## config.mk

```make
export PLATFORM = sky130hd
export DESIGN_NAME = ile_ctrl
export DESIGN_NICKNAME = d
export VERILOG_FILES = /design/src/hw/rtl/ile_pkg.sv /design/src/hw/rtl/ile_ctrl.sv
export SDC_FILE = /design/constraint.sdc
export NUM_CORES = 1
export LEC_CHECK = 0
export BUFFER_PORTS_ARGS = -buffer_cell sky130_fd_sc_hd__buf_4
export CAP_MARGIN = 30
export CORE_MARGIN = 2
export CORE_UTILIZATION = 40
export DETAILED_ROUTE_END_ITERATION = 10
export PLACE_DENSITY = 0.69
export SETUP_SLACK_MARGIN = 0.15
export SLEW_MARGIN = 15
export SYNTH_ARGS = -nofsm -noshare
export SYNTH_HDL_FRONTEND = slang
export SYNTH_SLANG_ARGS = --single-unit
```

## constraint.sdc

```tcl
create_clock -name aclk -period 2.5 [get_ports aclk]
set_input_delay 0.25 -clock aclk [delete_from_list [all_inputs] [get_ports aclk]]
set_output_delay 0.25 -clock aclk [all_outputs]
set_load 0.01 [all_outputs]
```

## src/hw/rtl/ile_pkg.sv

```systemverilog
// Shared types and constants for the indexed list engine.
// Request/result payload structs, operation and status codes, controller commands.
// No dependencies.
package ile_pkg;

    localparam int CAPACITY_DEF = 256;

    localparam int KIND_W  = 3;
    localparam int POS_W   = 9;
    localparam int VALUE_W = 32;
    localparam int STAT_W  = 2;
    localparam int FPOS_W  = 8;
    localparam int COUNT_W = 9;

    localparam logic [KIND_W-1:0] KIND_APPEND = 3'd0;
    localparam logic [KIND_W-1:0] KIND_INSERT = 3'd1;
    localparam logic [KIND_W-1:0] KIND_READ   = 3'd2;
    localparam logic [KIND_W-1:0] KIND_REMOVE = 3'd3;
    localparam logic [KIND_W-1:0] KIND_FIND   = 3'd4;
    localparam logic [KIND_W-1:0] KIND_CLEAR  = 3'd5;

    localparam logic [STAT_W-1:0] STAT_OK       = 2'd0;
    localparam logic [STAT_W-1:0] STAT_RANGE    = 2'd1;
    localparam logic [STAT_W-1:0] STAT_FULL     = 2'd2;
    localparam logic [STAT_W-1:0] STAT_NOTFOUND = 2'd3;

    typedef struct packed {
        logic [KIND_W-1:0]         kind;
        logic [POS_W-1:0]          position;
        logic signed [VALUE_W-1:0] item_value;
    } ile_req_t;

    typedef struct packed {
        logic [STAT_W-1:0]         status;
        logic signed [VALUE_W-1:0] read_value;
        logic [FPOS_W-1:0]         found_position;
        logic [COUNT_W-1:0]        entry_count;
        logic signed [VALUE_W-1:0] head_value;
        logic signed [VALUE_W-1:0] tail_value;
    } ile_rsp_t;

    // where registered read data goes in the cycle after the read
    typedef enum logic [2:0] {
        DST_NONE,
        DST_DATA,
        DST_HEAD,
        DST_TAIL,
        DST_FIND,
        DST_UP,
        DST_DN
    } ile_dst_t;

    typedef enum logic [1:0] {
        RA_PTR,
        RA_POS,
        RA_ZERO,
        RA_LAST
    } ile_rsel_t;

    typedef enum logic [2:0] {
        PTR_HOLD,
        PTR_CNT_M1,
        PTR_POS_P1,
        PTR_ZERO,
        PTR_INC,
        PTR_DEC
    } ile_ptr_op_t;

    typedef enum logic [1:0] {
        CNT_HOLD,
        CNT_INC,
        CNT_DEC,
        CNT_CLR
    } ile_cnt_op_t;

    typedef enum logic {
        WA_POS,
        WA_CNT
    } ile_wsel_t;

    typedef struct packed {
        logic              load_req;
        logic              set_status;
        logic [STAT_W-1:0] status;
        ile_ptr_op_t       ptr_op;
        ile_cnt_op_t       cnt_op;
        ile_rsel_t         rd_sel;
        ile_dst_t          rd_dst;
        logic              wr_en;
        ile_wsel_t         wr_sel;
        logic              out_load;
    } ile_cmd_t;

    typedef struct packed {
        logic [KIND_W-1:0] kind;
        logic              pos_gt_cnt;
        logic              pos_ge_cnt;
        logic              pos_last;
        logic              full;
        logic              ptr_eq_pos;
        logic              ptr_last;
        logic              ptr_lt_cnt;
        logic              cmp_pending;
        logic              match;
        logic              out_busy;
    } ile_stat_t;

endpackage

```

## src/hw/rtl/ile_ctrl.sv

```systemverilog
// Sequencer for the indexed list engine: decodes a request and walks it.
// Depends on ile_pkg (command and status structs, codes).
module ile_ctrl
    import ile_pkg::*;
(
    input  logic      aclk,
    input  logic      aresetn,
    input  logic      s_valid,
    output logic      s_ready,
    input  ile_stat_t stat,
    output ile_cmd_t  cmd
);

    typedef enum logic [3:0] {
        ST_IDLE,
        ST_DECODE,
        ST_SHIFT_UP,
        ST_DRAIN_UP,
        ST_PUT,
        ST_SHIFT_DN,
        ST_DRAIN_DN,
        ST_FIND,
        ST_HEAD,
        ST_TAIL,
        ST_LAND,
        ST_DONE
    } state_t;

    state_t state_reg, state_next;

    assign s_ready = (state_reg == ST_IDLE);

    always_comb begin
        state_next     = state_reg;
        cmd            = '0;
        cmd.status     = STAT_OK;
        cmd.ptr_op     = PTR_HOLD;
        cmd.cnt_op     = CNT_HOLD;
        cmd.rd_sel     = RA_PTR;
        cmd.rd_dst     = DST_NONE;
        cmd.wr_sel     = WA_POS;
        case (state_reg)
            ST_IDLE: begin
                if (s_valid) begin
                    cmd.load_req = 1'b1;
                    state_next   = ST_DECODE;
                end
            end
            ST_DECODE: begin
                state_next = ST_HEAD;
                case (stat.kind)
                    KIND_APPEND: begin
                        if (stat.full) begin
                            cmd.set_status = 1'b1;
                            cmd.status     = STAT_FULL;
                        end else begin
                            cmd.wr_en  = 1'b1;
                            cmd.wr_sel = WA_CNT;
                            cmd.cnt_op = CNT_INC;
                        end
                    end
                    KIND_INSERT: begin
                        if (stat.pos_gt_cnt) begin
                            cmd.set_status = 1'b1;
                            cmd.status     = STAT_RANGE;
                        end else if (stat.full) begin
                            cmd.set_status = 1'b1;
                            cmd.status     = STAT_FULL;
                        end else if (!stat.pos_ge_cnt) begin
                            cmd.ptr_op = PTR_CNT_M1;
                            state_next = ST_SHIFT_UP;
                        end else begin
                            state_next = ST_PUT;
                        end
                    end
                    KIND_READ: begin
                        if (stat.pos_ge_cnt) begin
                            cmd.set_status = 1'b1;
                            cmd.status     = STAT_RANGE;
                        end else begin
                            cmd.rd_sel = RA_POS;
                            cmd.rd_dst = DST_DATA;
                        end
                    end
                    KIND_REMOVE: begin
                        if (stat.pos_ge_cnt) begin
                            cmd.set_status = 1'b1;
                            cmd.status     = STAT_RANGE;
                        end else if (stat.pos_last) begin
                            cmd.cnt_op = CNT_DEC;
                        end else begin
                            cmd.ptr_op = PTR_POS_P1;
                            state_next = ST_SHIFT_DN;
                        end
                    end
                    KIND_FIND: begin
                        cmd.ptr_op = PTR_ZERO;
                        state_next = ST_FIND;
                    end
                    KIND_CLEAR: begin
                        cmd.cnt_op = CNT_CLR;
                    end
                    default: begin
                    end
                endcase
            end
            ST_SHIFT_UP: begin
                // read one entry, its copy one place up lands next cycle
                cmd.rd_sel = RA_PTR;
                cmd.rd_dst = DST_UP;
                if (stat.ptr_eq_pos) begin
                    state_next = ST_DRAIN_UP;
                end else begin
                    cmd.ptr_op = PTR_DEC;
                end
            end
            ST_DRAIN_UP: begin
                state_next = ST_PUT;
            end
            ST_PUT: begin
                cmd.wr_en  = 1'b1;
                cmd.wr_sel = WA_POS;
                cmd.cnt_op = CNT_INC;
                state_next = ST_HEAD;
            end
            ST_SHIFT_DN: begin
                cmd.rd_sel = RA_PTR;
                cmd.rd_dst = DST_DN;
                if (stat.ptr_last) begin
                    state_next = ST_DRAIN_DN;
                end else begin
                    cmd.ptr_op = PTR_INC;
                end
            end
            ST_DRAIN_DN: begin
                cmd.cnt_op = CNT_DEC;
                state_next = ST_HEAD;
            end
            ST_FIND: begin
                if (stat.match) begin
                    state_next = ST_HEAD;
                end else if (stat.ptr_lt_cnt) begin
                    cmd.rd_sel = RA_PTR;
                    cmd.rd_dst = DST_FIND;
                    cmd.ptr_op = PTR_INC;
                end else if (!stat.cmp_pending) begin
                    cmd.set_status = 1'b1;
                    cmd.status     = STAT_NOTFOUND;
                    state_next     = ST_HEAD;
                end
            end
            ST_HEAD: begin
                cmd.rd_sel = RA_ZERO;
                cmd.rd_dst = DST_HEAD;
                state_next = ST_TAIL;
            end
            ST_TAIL: begin
                cmd.rd_sel = RA_LAST;
                cmd.rd_dst = DST_TAIL;
                state_next = ST_LAND;
            end
            ST_LAND: begin
                state_next = ST_DONE;
            end
            ST_DONE: begin
                // hold until the result register is free
                if (!stat.out_busy) begin
                    cmd.out_load = 1'b1;
                    state_next   = ST_IDLE;
                end
            end
            default: begin
                state_next = ST_IDLE;
            end
        endcase
    end

    always_ff @(posedge aclk) begin
        if (!aresetn) begin
            state_reg <= ST_IDLE;
        end else begin
            state_reg <= state_next;
        end
    end

endmodule

```

==> flow_summary.yaml <==
clock_tree:
  tritoncts: "done"
  numClockSinks: 4
  cts_root_buffer: "clkbuf_4"
  htree_levels: 1
  clk_latency_ns: 0.24
  clkSlewWorstSetupHoldPaths_ns: 0.04
  numCtsBuffers: 3
  cts_buffer_depth: 2
  cts_setup_buffers: 0
timing:
  finalHoldViolCount: 0
  rsz0062_at_grt: "false"
  period_minus_slack_ns: 2.17
  fmax_mhz: 460
  fin_skew_ns: 0.00995
  maxSlewViolCount: 0
  fin_crit_sh: 0.870
  finalSetupViolCount: 0
  tightest_slew_ns: 0.670
  max_slew_margin: 0.553
  hold_slack_ns: 0.279
  setup_tns_ns: 0
placed_design:
  hpwl_um: 1630
  gp_congestion: 0.788
  portBuffers: 33
hold_path:
  hp-start: "aresetn"
  whs_endpoint: "state_reg[0]$_SDFFE_PN0P_"
  min_delay_path_depth: 2
  hold_path_class: "primary input to flop"
finish:
  final_util: 0.575
  drive_gt1_frac: 0.341
  largest_reg_flops: 4
  antenna_cells: 0
  fillers: 192
  multi_input_area_sq_um: 623
  final_nets: 156
  regArea_sq_um: 82.6
  area_growth_pct: 32.3
power_and_ir_drop:
  power.leakage_nw: 0.418
  peakVddDrop_mv: 0.412
  seq_power_share: 0.255
  switching_share: 0.438
  p_sw_mw: 0.230
  powerDensity_mw_per_mm2: 513
  intPower_mw: 0.296
  comb_power_share: 0.591
  pwr-share-clk: 0.154
yosys:
  syn_area_sq_um: 776
  ys_warn_count: 0
  synth_edf_count: 0
  synthCells: 112
  avgSynthCellArea_sq_um: 6.93
  async_flop_share: 0
  ys.flop_type: "dfxtp_1"
  ys_types: 47
  yosysSeqAreaShare: 0.103
  synth_seq_cells: 4
  synth_nets: 128
worst_setup_path:
  critPathRequiredTime_ns: 2.25
  startpoint_type: "flop"
  rrSetupSlack_ns: 0.61
  worstPathArrival_ns: 1.92
  cp_max_fo: 12
  timing.rr.end: "state_reg[0]$_SDFFE_PN0P_"
  worst_setup_path_end_kind: "output pin"
  worstReg2RegStart: "state_reg[3]$_SDFFE_PN0P_"
  worstRegToRegCells: 4
  criticalPathCategory: "flop to output pin"
routing:
  wl_per_cell_um: 12.8
  first_pass_iters: 4
  drc_errors: 0
  ant_nets: 0
  drtIter0Drc: 22
  drt-total-wl_um: 2090
  viasPerCell: 5.67
  num_vias: 924
global_route:
  grt_max_degree: 22
  use_met1: 0.253
  gr-total-overflow: 0
  grt_usage: 0.195
  met3_usage: 0.0566
  met2_usage: 0.325
  grt_pass1_vias: 767
  antenna_found_initial: 0
  busiest_layer: "met2"
  grt_pass1_wl_um: 3190
die:
  die_w_um: 48.0
  initial_core_util: 0.435
  rows: 15
  fp.dieH_um: 48.0
  dieArea_sq_mm: 0.00231
  core_area_sq_mm: 0.00178
  num_io_pins: 34
status:
  outcome: "finished clean"
flow_run:
  maxCapViolations: 0
-- worst max-delay path by stage --
stage / startpoint / endpoint / slack [ns]
detailed placement: state_reg[1]$_SDFFE_PN0P_ / cmd[12] / 0.54
finish: state_reg[2]$_SDFFE_PN0P_ / cmd[10] / 0.33
global route: state_reg[2]$_SDFFE_PN0P_ / cmd[2] / 0.23
CTS: state_reg[1]$_SDFFE_PN0P_ / cmd[12] / 0.28
floorplan: state_reg[1]$_SDFFE_PN0P_ / cmd[2] / 0.86
global placement: state_reg[1]$_SDFFE_PN0P_ / cmd[12] / 0.57
-- power groups by stage --
stage | combinational (mW) | clock (mW) | sequential, mW
after floorplan | 0.265 | 0 | 0.0821
after global placement | 0.310 | 0 | 0.131
after detailed placement | 0.312 | 0 | 0.134
after CTS | 0.314 | 0.0862 | 0.132
after global routing | 0.341 | 0.0929 | 0.140
final | 0.311 | 0.0810 | 0.134
-- stage by stage --
stage                     setup slack (ns)  total power, mW  area, sq um  cells
after global placement               0.565            0.441         1000    160
after global routing                 0.227            0.575         1030    163
final                                0.326            0.526         1030    163
after floorplan                      0.861            0.347          776    112
after CTS                            0.279            0.532         1020    163
after detailed placement             0.543            0.445         1000    160
-- repair_timing --
item / in CTS / in global routing
endpoints found under the hold margin: 0 / 0
setup endpoints to repair: 0 / 4
resized for setup: 0 / 2
hold buffers: 0 / 0
-- synthesized netlist by cell type, types with 2 or more instances --
| library cell | number | area (sq um) |
|---|---|---|
| inv_1 | 3 | 11.3 |
| buf_2 | 4 | 20.0 |
| clkbuf_1 | 4 | 15.0 |
| nor3_1 | 8 | 40.0 |
| nand3b_1 | 2 | 15.0 |
| nor2b_1 | 5 | 31.3 |
| a21oi_1 | 9 | 45.0 |
| o31ai_1 | 4 | 30.0 |
| nor2_1 | 13 | 48.8 |
| o21ai_1 | 3 | 15.0 |
| nand2b_1 | 4 | 25.0 |
| nor3b_1 | 2 | 15.0 |
| dfxtp_1 | 4 | 80.1 |
| mux2i_1 | 2 | 20.0 |
| or4_1 | 2 | 15.0 |
| buf_6 | 2 | 22.5 |
| o21ai_0 | 4 | 20.0 |
| nand4_1 | 3 | 18.8 |
| and2_1 | 2 | 12.5 |
| nand2_1 | 5 | 18.8 |
-- routing by layer --
layer,part of all wire,routed length [um],vias to the layer above
met5,0,0,-
met1,0.46,966,414
met3,0.057,120,2
met2,0.47,989,34
met4,0.0076,16,0
li1,-,-,474
-- cell type report --
cell class              count  area share
multi-input cells          94       0.607
repair buffers             34       0.249
flip-flops and latches      4      0.0805
well taps                  25      0.0305
clock buffers               3      0.0220
inverters                   3      0.0110
-- cells by family after synthesis --
kind of cell              synth area share
xor gates and xnor gates            0.0113
and+or+nand+nor                      0.463
buffers and inverters               0.0935
DFF                                  0.103
AOI/OAI and AO/OA                    0.303
muxes                               0.0258
-- critical path, cell delays in order, from the launching register on --
cell and delay (ns):
dfxtp_1 0.44, buf_4 0.25, or4b_4 0.53, o31ai_1 0.30, buf_4 0.18
-- cells in the final DEF, fill, tap and decap left out, drive strengths merged, types with 2 or more instances in the layout --
cell    synthesis  final
a21oi          11     11
or4b            2      2
nor4            2      2
nor2b           6      6
or4             3      3
nor3b           2      2
nand4           3      3
nor2           13     13
o21ai           7      7
nor3            8      8
inv             3      3
nand2           5      5
nand2b          4      4
buf             7     34
dfxtp           4      4
and2            2      2
mux2i           2      2
nand3b          2      2
clkbuf          4      3
o31ai           4      4
No activity file was read; power rests on OpenSTA's default activity.
